===== config.mk =====
export PLATFORM = sky130hd
export DESIGN_NAME = sal_cell
export DESIGN_NICKNAME = d
export VERILOG_FILES = /design/src/hdl/sequential_array_list_defines.svh /design/src/hdl/sal_pkg.sv /design/src/hdl/sal_cell.sv
export SDC_FILE = /design/constraint.sdc
export NUM_CORES = 1
export LEC_CHECK = 0
export ABC_AREA = 1
export CAP_MARGIN = 40
export CELL_PAD_IN_SITES_DETAIL_PLACEMENT = 1
export CELL_PAD_IN_SITES_GLOBAL_PLACEMENT = 1
export CORE_MARGIN = 2
export CORE_UTILIZATION = 37
export DETAILED_ROUTE_END_ITERATION = 8
export DONT_BUFFER_PORTS = 1
export PLACE_DENSITY = 0.74
export SYNTH_ARGS = -nofsm -noshare
export SYNTH_HDL_FRONTEND = slang
export SYNTH_SLANG_ARGS = --single-unit
export TNS_END_PERCENT = 5

===== constraint.sdc =====
create_clock -name clk -period 1.7 [get_ports clk]
set_input_delay 0.34 -clock clk [delete_from_list [all_inputs] [get_ports clk]]
set_output_delay 0.34 -clock clk [all_outputs]
set_load 0.05 [all_outputs]

===== src/hdl/sequential_array_list_defines.svh =====
// assertion helpers for the list block
`ifndef SEQUENTIAL_ARRAY_LIST_DEFINES_SVH
`define SEQUENTIAL_ARRAY_LIST_DEFINES_SVH

// same-cycle implication
`define SAL_ASSERT_IMP(name, ck, rn, ante, cons) \
  name: assert property (@(posedge ck) disable iff (!rn) (ante) |-> (cons)) \
    else $error("list block check failed");

// next-cycle implication
`define SAL_ASSERT_NXT(name, ck, rn, ante, cons) \
  name: assert property (@(posedge ck) disable iff (!rn) (ante) |=> (cons)) \
    else $error("list block check failed");

`endif


===== src/hdl/sal_pkg.sv =====
`timescale 1ns / 1ps
`default_nettype none

package sal_pkg;

  localparam int FUNC_W = 3;
  localparam int POS_W  = 11;
  localparam int VAL_W  = 16;
  localparam int ST_W   = 2;
  localparam int CNT_W  = 11;

  // cells per group in the removed-value pick tree
  localparam int GROUP = 32;

  typedef enum logic [FUNC_W-1:0] {
    FN_INS_HEAD = 3'd0,
    FN_INS_TAIL = 3'd1,
    FN_INS_POS  = 3'd2,
    FN_REM_HEAD = 3'd3,
    FN_REM_TAIL = 3'd4,
    FN_REM_POS  = 3'd5
  } func_t;

  typedef enum logic [ST_W-1:0] {
    ST_OK    = 2'd0,
    ST_FULL  = 2'd1,
    ST_EMPTY = 2'd2,
    ST_RANGE = 2'd3
  } status_t;

  typedef struct packed {
    logic ins;
    logic rem;
  } cell_op_t;

endpackage

`default_nettype wire


===== src/hdl/sal_cell.sv =====
`timescale 1ns / 1ps
`default_nettype none

module sal_cell import sal_pkg::*; #(
  parameter int INDEX = 0,
  parameter int VW    = 16,
  parameter int PW    = 11
) (
  input  wire logic          clk,
  input  wire cell_op_t      op,
  input  wire logic [PW-1:0] at,
  input  wire logic [VW-1:0] din,
  input  wire logic [VW-1:0] left,
  input  wire logic [VW-1:0] right,
  output logic      [VW-1:0] q,
  output logic               hit
);

  logic [VW-1:0] q_r;
  logic [VW-1:0] q_nxt;
  logic          above;

  assign hit   = (at == PW'(INDEX));
  assign above = (at < PW'(INDEX));

  always_comb begin
    q_nxt = q_r;
    if (op.ins) begin
      if (above) begin
        q_nxt = left;
      end else if (hit) begin
        q_nxt = din;
      end
    end else if (op.rem && (hit || above)) begin
      q_nxt = right;
    end
  end

  always_ff @(posedge clk) begin
    q_r <= q_nxt;
  end

  assign q = q_r;

endmodule

`default_nettype wire


==> results_dict.tcl, run 1 <==
set metrics [dict create \
    status "completed" \
    nNetsFinal 114 \
    synth_seq_area_share_pct 61.5 \
    rsz0062_at_grt "false" \
    max-slew-margin-rel_pct 67.9 \
    crit_start "at[1]" \
    clk_pin_slew_ns 0.09 \
    hp-start "din[11]" \
    cts_resized 0 \
    synthCells 48 \
    cp.required_ns 1.36 \
    power_density_mw_per_mm2 831 \
    cts_buffer_depth 2 \
    synth_top_area_cell "edfxtp_1" \
    met2_usage_pct 17.6 \
    area_growth_pct 4.97 \
    critPathMaxFanout 2 \
    ios 79 \
    synth_area_leaders "edfxtp_1, mux2_4, mux2_2" \
    gp_congestion 0.635 \
    synth_edf_count 16 \
    multi_input_area_um2 264 \
    grt_pass1_vias 409 \
    overflow 0 \
    met1_usage_pct 10.7 \
    synth.mux.area_fraction_pct 27.4 \
    drv_cap 0 \
    fmax_mhz 759 \
    crit_type "in -> out" \
    initial_utilization_pct 39.4 \
    via_per_inst 4.94 \
    fin_crit_ns 1.32 \
    antenna_found_initial 0 \
    slew_violations 0 \
    ys_top_cells_by_count "edfxtp_1, mux2_4, nor2_1" \
    ys.flop_type "edfxtp_1" \
    cp.arrival_ns 0.98 \
    htreeDepth 1 \
    ir_worst_vdd_mv 0.316 \
    setup_viol 0 \
    startpoint_type "input pin" \
    die_w_um 49.9 \
    final.setup.tns_ns 0 \
    cts_made_buffers 3 \
    p_total_mw 0.681 \
    first_pass_iters 2 \
    tritoncts "built" \
    cts.sinks 16 \
    post_cts_buffers 0 \
    hold_violations 0 \
    tightest_slew_ns 0.482 \
    drt.antenna.violating_nets 0 \
    n_fill_cell 199 \
    row_count 16 \
    register_area_um2 480 \
    n_antenna_cell 0 \
    finalCritPeriodShare_pct 77.5 \
    io_buffers 0 \
    core_area_mm2 0.00198 \
    synth_seq_cells 16 \
    syn_area_per_cell_um2 16.3 \
    cts_hold_buf 0 \
    top_usage_layer "met2" \
    root_buffer "clkbuf_4" \
    yosys.area_share.simple_pct 6.09 \
    synth_fa_ha_area_share_pct 0 \
    min_path_type "in -> reg" \
    dieHeight_um 49.9 \
    drc 0 \
    yosys_warnings 0 \
    syn_nets 110 \
    cellLeakagePower_nw 0.301 \
    synth_area_um2 781 \
    synth_compound_gate_area_share_pct 0 \
    grt_pass1_wl_mm 1.86 \
    synth_top_cell_area_share_pct 61.5 \
    cp-end-kind "primary output" \
    synth_top_family_by_area "multiplexers" \
    detail_route.iter0.violations 4 \
    dieArea_mm2 0.00249 \
    yosysMostFrequentCell "edfxtp_1" \
    synth.distinct_cells 9 \
    grt_max_degree 18 \
    grt_use_total_pct 10.3 \
    grtUsageMet3_pct 1.52 \
    drive_above_1_share_pct 41.2 \
    synthArstFlopShare_pct 0 \
    vias 385 \
    routedWlPerCell_um 15.9 \
    largest_register_ffs 16 \
    routed_wl_mm 1.24 \
    synthXorXnorAreaFrac_pct 0 \
]
-- per-layer routing --
layer | share of wire (%) | vias to the layer above | wire [um]
met4 | 1.5 | 0 | 19
li1 | - | 179 | -
met3 | 8.1 | 2 | 101
met2 | 55 | 31 | 688
met5 | 0 | - | 0
met1 | 35 | 173 | 432
-- worst max-delay path, stage by stage --
cell and delay (ns):
nor2_1 0.09, nand2_1 0.06, nor2_1 0.08, nand2_1 0.08, inv_1 0.33
-- through the flow --
step | cell area, um2 | util [%] | hold WS, ns | worst slack [ns] | cells
2_1_floorplan | 783 | - | 0.557 | 0.214 | 48
3_3_place_gp | 793 | 40.0 | 0.558 | 0.383 | 74
3_5_place_dp | 793 | 40.0 | 0.560 | 0.372 | 74
4_1_cts | 820 | 41.4 | 0.261 | 0.370 | 78
5_1_grt | 820 | 41.4 | 0.250 | 0.324 | 78
6_report | 820 | 41.4 | 0.274 | 0.382 | 78
-- final timing paths --
check    end  cells past startpoint
max      hit                      5
min    q[11]                      1
-- cell type report --
cell class                 count  share of cell area, %
clock buffer                   3                   2.75
clock inverter                 1                  0.458
inverter                       2                  0.916
multi-input combinational     28                   32.2
sequential                    16                   58.6
tap                           27                   4.12
timing repair buffer           1                  0.916
-- cell families (layout without fill, tap and decap cells) --
| kind of cell | Yosys count | in the layout |
|---|---|---|
| muxes | 16 | 16 |
| DFF | 16 | 16 |
| and+or+nand+nor | 12 | 12 |
| buffers and inverters | 4 | 7 |
-- placed cells by master (no fill, tap or decap) --
cell,Yosys,final
clkinv_1,0,1
nand2_1,3,3
clkbuf_4,0,3
nor2_2,0,1
and2_0,1,1
edfxtp_1,16,16
inv_1,2,2
buf_4,0,1
nor2_1,8,7
mux2_4,9,9
mux2_2,7,7
-- power breakdown --
group          internal (mW)  leakage, nW  switching [mW]
combinational         0.0398        0.142          0.0102
sequential             0.437        0.144        0.000714
clock                 0.0850       0.0154           0.109
(Power assumes the default switching activity.)
==> inputs of run 2 (changes only) <==
==> constraint.sdc (replaced) <==
create_clock -name clk -period 1.1 [get_ports clk]
set_input_delay 0.22 -clock clk [delete_from_list [all_inputs] [get_ports clk]]
set_output_delay 0.22 -clock clk [all_outputs]
set_load 0.05 [all_outputs]
==> results_dict.tcl, run 2 (synthesis gave the netlist of run 1 again) <==
set metrics [dict create \
    max-slew-margin-rel_pct 87.0 \
    cellLeakagePower_nw 0.401 \
    share_seq_of_total_power_pct 64.3 \
    crit_type "reg -> out" \
    area_growth_pct 32.7 \
    via_per_inst 4.84 \
    cts_made_buffers 3 \
    n_fill_cell 198 \
    crit_chain "buf_6" \
    timing.hold.ws_ns 0.159 \
    clk_pin_slew_ns 0.09 \
    vias 460 \
    crit_family "flip-flops" \
    cts_buffer_depth 2 \
    power_density_mw_per_mm2 1010 \
    slew_violations 0 \
    p_clk_share_pct 27.8 \
    root_buffer "clkbuf_4" \
    max_stage_delay_ns 0.41 \
    grt_use_total_pct 13.1 \
    tritoncts "built" \
    worst-path-stages 1 \
    grt_pass1_wl_mm 2.30 \
    hold_violations 0 \
    initial_utilization_pct 39.4 \
    final_cell_mix "edfxtp_1, buf_6, mux2_4, mux2_2" \
    drive_above_1_share_pct 61.8 \
    crit_buf_inv 1 \
    fin_util_pct 52.3 \
    dieHeight_um 49.9 \
    drt.antenna.violating_nets 0 \
    critPathMaxFanout 1 \
    min_path_type "in -> reg" \
    tightest_slew_ns 0.194 \
    core_area_mm2 0.00198 \
    critPathSlowestCell "edfxtp_1" \
    cp.arrival_ns 0.85 \
    finalCritPeriodShare_pct 97.6 \
    p_comb_share_pct 7.9 \
    cts_hold_buf 0 \
    p_total_mw 1.05 \
    grt_pass1_vias 521 \
    startpoint_type "flip-flop" \
    status "completed" \
    routedWlPerCell_um 15.7 \
    ir_worst_vdd_mv 0.393 \
    layout_commonest_cell "edfxtp_1" \
    io_buffers 0 \
    nNetsFinal 131 \
    fmax_mhz 931 \
    ios 79 \
    first_pass_iters 2 \
    cts.sinks 16 \
    n_antenna_cell 0 \
    detail_route.iter0.violations 6 \
    hold_depth 1 \
    drc 0 \
    grt_max_degree 18 \
    p_sw_share_pct 17.0 \
    internal_power_mw 0.870 \
    fin_crit_ns 1.07 \
    gp_congestion 0.597 \
    overflow 0 \
    hpwl_mm 1.25 \
    largest_register_ffs 16 \
    drv_cap 0 \
    cp.required_ns 0.88 \
    rsz0062_at_grt "true" \
    die_w_um 49.9 \
    antenna_found_initial 0 \
    cp-end-kind "primary output" \
    setup_viol 0 \
    htreeDepth 1 \
    routed_wl_mm 1.49 \
    dieArea_mm2 0.00249 \
    switchingPower_mw 0.179 \
    row_count 16 \
]
run 2: path summary, 6_finish.rpt:
check	start	end	slack (ns)
worst max-delay path	q[8]	q[8]	0.03
worst min-delay path	din[7]	q[7]	0.16
run 2: final cells by class:
| cell class | instances | area [um2] | share of cell area, % |
|---|---|---|---|
| multi-input combinational | 28 | 287 | 27.7 |
| inverter | 2 | 7.51 | 0.725 |
| clock inverter | 1 | 3.75 | 0.362 |
| timing repair buffer | 18 | 201 | 19.4 |
| clock buffer | 3 | 22.5 | 2.17 |
| tap | 27 | 33.8 | 3.26 |
| sequential | 16 | 480 | 46.4 |
run 2: metal layers:
metal | wire length (um) | up-vias | GRT usage [%]
li1 | - | 214 | -
met1 | 452 | 205 | 11.4
met2 | 867 | 39 | 24.7
met3 | 145 | 2 | 3.94
met4 | 27 | 0 | 9.72
met5 | 0 | - | 0
run 2: stage by stage:
stage	instance area (um2)	setup WS, ns	TNS [ns]	std cells
after floorplan	803	-0.0826	-1.32	48
after global placement	966	-0.0357	-0.567	91
after detailed placement	966	-0.0765	-1.22	91
after CTS	996	0.00271	0	95
after global routing	1040	-0.0210	-0.0498	95
final	1040	0.0260	0	95
run 2: repair_timing:
action | 4_1_cts | 5_1_grt
buffers inserted | 0 | 0
setup endpoints to repair | 1 | 12
resized for setup | 1 | 12
run 2: power groups by stage:
stage | Clock, mW | Combinational (mW) | Sequential, mW
after floorplan | 0 | 0.0970 | 0.690
after global routing | 0.342 | 0.0913 | 0.675
after CTS | 0.310 | 0.0839 | 0.675
after global placement | 0 | 0.0815 | 0.689
after detailed placement | 0 | 0.0835 | 0.689
final | 0.292 | 0.0829 | 0.675
