--- config.mk ---
export PLATFORM = sky130hd
export DESIGN_NAME = sal_pick
export DESIGN_NICKNAME = d
export VERILOG_FILES = /design/src/hdl/sequential_array_list_defines.svh /design/src/hdl/sal_pkg.sv /design/src/hdl/sal_pick.sv
export SDC_FILE = /design/constraint.sdc
export NUM_CORES = 1
export LEC_CHECK = 0
export BUFFER_PORTS_ARGS = -buffer_cell sky130_fd_sc_hd__buf_4
export CAP_MARGIN = 10
export CORE_AREA = 2 2 218 220
export DETAILED_ROUTE_END_ITERATION = 8
export DIE_AREA = 0 0 220 222
export PLACE_DENSITY_LB_ADDON = 0.15
export SYNTH_ARGS = -nofsm -noshare
export SYNTH_HDL_FRONTEND = slang
export SYNTH_SLANG_ARGS = --single-unit
--- constraint.sdc ---
create_clock -name clk -period 3.1 [get_ports clk]
set_clock_uncertainty 0.15 [all_clocks]
set_input_delay 0.31 -clock clk [delete_from_list [all_inputs] [get_ports clk]]
set_output_delay 0.31 -clock clk [all_outputs]
set_load 0.005 [all_outputs]
--- src/hdl/sequential_array_list_defines.svh ---
// assertion helpers for the list block
`ifndef SEQUENTIAL_ARRAY_LIST_DEFINES_SVH
`define SEQUENTIAL_ARRAY_LIST_DEFINES_SVH

// same-cycle implication
`define SAL_ASSERT_IMP(name, ck, rn, ante, cons) \
  name: assert property (@(posedge ck) disable iff (!rn) (ante) |-> (cons)) \
    else $error("list block check failed");

// next-cycle implication
`define SAL_ASSERT_NXT(name, ck, rn, ante, cons) \
  name: assert property (@(posedge ck) disable iff (!rn) (ante) |=> (cons)) \
    else $error("list block check failed");

`endif

--- src/hdl/sal_pkg.sv ---
`timescale 1ns / 1ps
`default_nettype none

package sal_pkg;

  localparam int FUNC_W = 3;
  localparam int POS_W  = 11;
  localparam int VAL_W  = 16;
  localparam int ST_W   = 2;
  localparam int CNT_W  = 11;

  // cells per group in the removed-value pick tree
  localparam int GROUP = 32;

  typedef enum logic [FUNC_W-1:0] {
    FN_INS_HEAD = 3'd0,
    FN_INS_TAIL = 3'd1,
    FN_INS_POS  = 3'd2,
    FN_REM_HEAD = 3'd3,
    FN_REM_TAIL = 3'd4,
    FN_REM_POS  = 3'd5
  } func_t;

  typedef enum logic [ST_W-1:0] {
    ST_OK    = 2'd0,
    ST_FULL  = 2'd1,
    ST_EMPTY = 2'd2,
    ST_RANGE = 2'd3
  } status_t;

  typedef struct packed {
    logic ins;
    logic rem;
  } cell_op_t;

endpackage

`default_nettype wire

--- src/hdl/sal_pick.sv ---
`timescale 1ns / 1ps
`default_nettype none

module sal_pick import sal_pkg::*; #(
  parameter int G  = 32,
  parameter int VW = 16
) (
  input  wire logic                  clk,
  input  wire logic                  en,
  input  wire logic [G-1:0][VW-1:0]  q,
  input  wire logic [G-1:0]          hit,
  output logic      [VW-1:0]         grp
);

  logic [VW-1:0] grp_r;
  logic [VW-1:0] grp_nxt;

  // at most one cell of the whole row is hit
  always_comb begin
    grp_nxt = '0;
    for (int i = 0; i < G; i++) begin
      grp_nxt = grp_nxt | (q[i] & {VW{hit[i]}});
    end
  end

  always_ff @(posedge clk) begin
    if (en) begin
      grp_r <= grp_nxt;
    end
  end

  assign grp = grp_r;

endmodule

`default_nettype wire

==> qor.csv, run 1 <==
stage;metric;value;unit
clock_tree;cts_buffer_depth;2;
power_and_ir_drop;leakagePower;3.611;nW
grt;antenna_found_initial;3;
synthesis;yosysSeqAreaShare;13.97;%
clock_tree;cts_hold_buf;0;
detailed_routing;vias;6419;
synthesis;synthTopCellsByArea;a22oi_1, edfxtp_1, nand4_1;
detailed_routing;drt_first_pass_iters;4;
timing;maxSlewViolCount;0;
placed_design;hpwl;34350;um
grt;grt_max_degree;17;
detailed_routing;wl_per_cell;26.33;um
finish;register_area;480.5;sq um
synthesis;synth_top_cell_by_area;a22oi_1;
clock_tree;numCtsBuffers;3;
synthesis;synth_flop_cell;edfxtp_1;
placed_design;dpl-instance-area;7899;sq um
detailed_routing;drt_iter0_markers;393;
placed_design;gp_congestion;0.8288;
job;max-cap-violations;0;
power_and_ir_drop;clockPowerShare;19.6;%
timing;tightestPinTransition;0.4474;ns
clock_tree;post_cts_buffers;0;
finish;synthToLayoutAreaGrowth;132.1;%
timing;hold_viol;0;
clock_tree;cts_root_buf;clkbuf_16;
synthesis;netlist_area;3440;sq um
clock_tree;cts_sinks;16;
die;die_y;222;um
synthesis;synth_cell_types;12;
synthesis;synthTopCellsByCount;a22oi_1, nand4_1, buf_6, edfxtp_1, or4_1;
timing;fmax;527.8;MHz
timing;period_share;61.12;%
finish;largest_reg_flops;16;
synthesis;synthCells;416;
timing;min_period;1.895;ns
clock_tree;clk_pin_slew_worst_paths;0.07;ns
worst_setup_path;cp-start-kind;primary input;
hold_path;min_path_type;in -> reg;
die;die-area;48840;sq um
grt;grtUsageTotal;15.53;%
synthesis;synth_edf_count;16;
power_and_ir_drop;internal-power;1.001;mW
grt;grt_pass1_vias;6901;
die;core_area;46260;sq um
die;die_w;220;um
detailed_routing;ant_nets;0;
timing;slew_headroom;70.17;%
synthesis;synth_top_area_share;55.66;%
clock_tree;cts_resized;0;
finish;postLayoutCellArea;7983;sq um
worst_setup_path;end_kind;flip-flop;
power_and_ir_drop;ir_worst_vdd;0.1373;mV
grt;grt_pass1_wl;52540;um
clock_tree;cts_tree;built;
finish;fill_cells;5317;
worst_setup_path;crit_fanout;16;
synthesis;yosys_warnings;0;
detailed_routing;viasPerCell;4.206;
power_and_ir_drop;seqPwrFrac;16.1;%
outcome;status;complete, no violations;
synthesis;synthArstFlopShare;0;%
timing;setup_tns;0;ns
grt;grt_overflow;0;
detailed_routing;routed_wl;40180;um
finish;multiInputGateArea;2447;sq um
detailed_routing;drc;0;
timing;setup_viol_count_final;0;
clock_tree;htree_levels;1;
power_and_ir_drop;switchingPower;0.5719;mW
die;ios;562;
power_and_ir_drop;power_density;197.0;nW/um^2
placed_design;port_buffers;561;
synthesis;syn_nets;962;
worst_setup_path;crit_required;2.97;ns
worst_setup_path;cp.arrival;1.76;ns
finish;drive_gt1_share;61.61;%
power_and_ir_drop;switching_share;36.36;%
power_and_ir_drop;combinationalPowerShare;64.3;%
die;initial_utilization;7.435;%
synthesis;yosysMostFrequentCell;a22oi_1;
die;row_count;79;
synthesis;syn_avg_cell_area;8.268;sq um
worst_setup_path;worstSetupPathType;in -> reg;
finish;nets;1464;
synthesis;synth-seq-cells;16;
timing;rsz0062_at_grt;no;
-- through the flow --
step	instances	total power [mW]	hold WS (ns)	worst slack [ns]	utilization (%)
2_1_floorplan	416	0.5766	0.2725	1.384	-
3_3_place_gp	1520	1.290	0.5667	0.8001	17.08
3_5_place_dp	1520	1.288	0.5600	0.7926	17.08
4_1_cts	1524	1.623	0.2724	1.103	17.25
5_1_grt	1524	1.685	0.3069	1.133	17.25
6_report	1526	1.573	0.2866	1.205	17.26
-- area by class of cell --
class | instances | area share, %
antenna | 2 | 0.06270
clock buffer | 3 | 0.9404
tap | 607 | 9.514
clock inverter | 1 | 0.04702
multi-input combinational | 336 | 30.66
sequential | 16 | 6.019
timing repair buffer | 561 | 52.76
-- placed cells by master (no fill, tap or decap) --
cell type and n:
or4_1 16, clkinv_1 1, nand4_1 64, a22oi_1 255, diode_2 2, edfxtp_1 16, buf_4 561, clkbuf_16 3
a22oi_2 1
-- kinds of logic (layout without fill, tap and decap cells) --
kind of cell,count (synthesis),after routing,share of synthesized area [%]
compound gates,256,256,56.02
simple gates,80,80,15.13
buf+inv,64,565,14.88
flops,16,16,13.97
other cells,0,2,0
-- path summary, 6_finish.rpt --
path              cells after the start      end  slack (ns)     from
hold / removal                        4  grp[11]        0.29   q[363]
setup / recovery                      4  grp[14]        1.21  hit[15]
-- critical path: stages --
cell and delay (ns):
buf_4 0.19, a22oi_1 0.37, nand4_1 0.37, or4_1 0.51
-- per-layer routing --
layer  up-vias  share of wire, %  track usage (%)
met1      3151                37            16.93
met3        28               6.4            3.128
met5         -                 0                0
met2       361                55            30.38
li1       2879                 -                -
met4         0               1.7            3.074
-- power by group through the flow --
stage          Combinational (mW)  Clock (mW)  Sequential (mW)
3_3_place_gp                 1.03           0            0.260
5_1_grt                      1.09       0.341            0.255
2_1_floorplan               0.319           0            0.257
3_5_place_dp                 1.03           0            0.259
6_report                     1.01       0.308            0.254
4_1_cts                      1.03       0.338            0.254
No activity file was read; power rests on OpenSTA's default activity.
==> inputs of run 2 (changes only) <==
Clock period 3.1 ns to 1.9 ns, I/O delays scaled along.
==> qor.csv, run 2 (synthesized netlist as in run 1, its figures left out) <==
stage;metric;value;unit;change
outcome;status;complete, no violations;;
detailed_routing;drt_first_pass_iters;5;;+1
die;die-area;48840;sq um;unchanged
timing;hold_viol;0;;unchanged
timing;timing.final.ws_setup;0.1640;ns;-1.041 ns
finish;final_common_cell;buf_4;;
power_and_ir_drop;power_density;312.4;nW/um^2;+59%
die;die_y;222;um;unchanged
worst_setup_path;crit_required;1.75;ns;-1.22 ns
timing;setup_tns;0;ns;unchanged
placed_design;pre_cts_ws;-0.2500;ns;-1.043 ns
finish;fill_cells;5294;;-0.43%
hold_path;min-delay-start;q[296];;
grt;grt_overflow;0;;unchanged
finish;largest_reg_flops;16;;unchanged
clock_tree;cts_sinks;16;;unchanged
clock_tree;cts_buffer_depth;2;;unchanged
finish;synthToLayoutAreaGrowth;146.1;%;
detailed_routing;vias;6521;;+1.6%
clock_tree;cts_resized;0;;unchanged
clock_tree;htree_levels;1;;unchanged
timing;period_share;91.37;%;
clock_tree;cts_hold_buf;0;;unchanged
die;ios;562;;unchanged
placed_design;hpwl;34890;um;+1.6%
detailed_routing;wl_per_cell;25.65;um;-2.6%
clock_tree;cts_tree;built;;
detailed_routing;routed_wl;40430;um;+0.61%
grt;grt_pass1_wl;52750;um;+0.39%
hold_path;worstHoldPathCells;4;;unchanged
worst_setup_path;worstSetupPathType;in -> reg;;
die;row_count;79;;unchanged
job;max-cap-violations;0;;unchanged
finish;layout_common_cells;buf_4, a22oi_1, nand4_1;;
worst_setup_path;cp.arrival;1.58;ns;-0.18 ns
detailed_routing;viasPerCell;4.138;;-1.6%
detailed_routing;drt_iter0_markers;306;;-22%
hold_path;min_path_type;in -> reg;;
power_and_ir_drop;leakagePower;3.883;nW;+7.5%
clock_tree;cts_root_buf;clkbuf_16;;
timing;min_period;1.736;ns;
placed_design;port_buffers;561;;unchanged
placed_design;dp_cells;1571;;+3.4%
placed_design;gp_congestion;0.8565;;+3.3%
worst_setup_path;crit_fanout;16;;unchanged
grt;antenna_found_initial;1;;-2
clock_tree;clk_pin_slew_worst_paths;0.06;ns;about the same
worst_setup_path;cp-startpoint;hit[12];;
grt;grtUsageTotal;15.57;%;+0.040 points
finish;nets;1515;;+3.5%
worst_setup_path;cp-start-kind;primary input;;
timing;rsz0062_at_grt;no;;
finish;final_core_util;18.29;%;+1.0 points
worst_setup_path;cp-endpoint;grp[14];;
grt;grt_pass1_vias;7033;;+1.9%
detailed_routing;drc;0;;unchanged
finish;stdcell_count;1576;;+3.3%
grt;grt_max_degree;17;;unchanged
clock_tree;post_cts_buffers;0;;unchanged
timing;tightestPinTransition;0.4165;ns;-0.03093 ns
finish;drive_gt1_share;63.64;%;+2.0 points
timing;maxSlewViolCount;0;;unchanged
die;die_w;220;um;unchanged
timing;fmax;576.1;MHz;
worst_setup_path;end_kind;flip-flop;;
power_and_ir_drop;ir_worst_vdd;0.2328;mV;+70%
die;initial_utilization;7.435;%;unchanged
power_and_ir_drop;power.total;2.644;mW;+68%
clock_tree;numCtsBuffers;3;;unchanged
timing;setup_viol_count_final;0;;unchanged
detailed_routing;ant_nets;0;;unchanged
die;core_area;46260;sq um;unchanged
timing;slew_headroom;72.23;%;+2.1 points
==> run 2: cell types whose count changed in the layout (fill, tap and decap cells not counted) <==
cell | previous run | this run
buf_12 | 0 | 8
buf_4 | 561 | 604
diode_2 | 2 | 1
==> run 2: how the worst min path moves through the flow <==
| stage | endpoint | slack [ns] |
|---|---|---|
| 2_1_floorplan | grp[0] | 0.15 |
| 3_3_place_gp | grp[8] | 0.44 |
| 3_5_place_dp | grp[8] | 0.44 |
| 4_1_cts | grp[8] | 0.16 |
| 5_1_grt | grp[14] | 0.20 |
| 6_report | grp[8] | 0.17 |
==> run 2: area by class of cell <==
class	count	area, sq um	area share [%]
Clock inverter	1	3.754	0.04435
Antenna cell	1	2.502	0.02957
Timing Repair Buffer	612	4695	55.47
Multi-Input combinational cell	336	2447	28.92
Clock buffer	3	75.07	0.8870
Sequential cell	16	480.5	5.677
Tap cell	607	759.5	8.974
==> run 2: critical path, cell delays in order <==
cell	delay (ns)
buf_4	0.19
a22oi_1	0.40
nand4_1	0.14
buf_4	0.16
or4_1	0.49
==> run 2: stage by stage <==
| step | hold slack (ns) | instance area (sq um) |
|---|---|---|
| detailed placement | 0.4441 | 8382 |
| global placement | 0.4444 | 8382 |
| floorplan | 0.1525 | 3440 |
| CTS | 0.1603 | 8461 |
| global route | 0.1956 | 8463 |
| finish | 0.1738 | 8463 |
==> run 2: power by group <==
part | switching (mW) | leakage (nW) | internal (mW)
clock | 0.183 | 0.0385 | 0.282
sequential | 0.00846 | 0.161 | 0.405
combinational | 0.727 | 3.68 | 1.04
==> run 2: metal layers <==
layer,GRT usage (%),wire length (um),vias up
li1,-,-,2981
met1,16.79,14740,3162
met2,30.65,22190,352
met3,3.512,2889,26
met4,2.576,606,0
met5,0,0,-
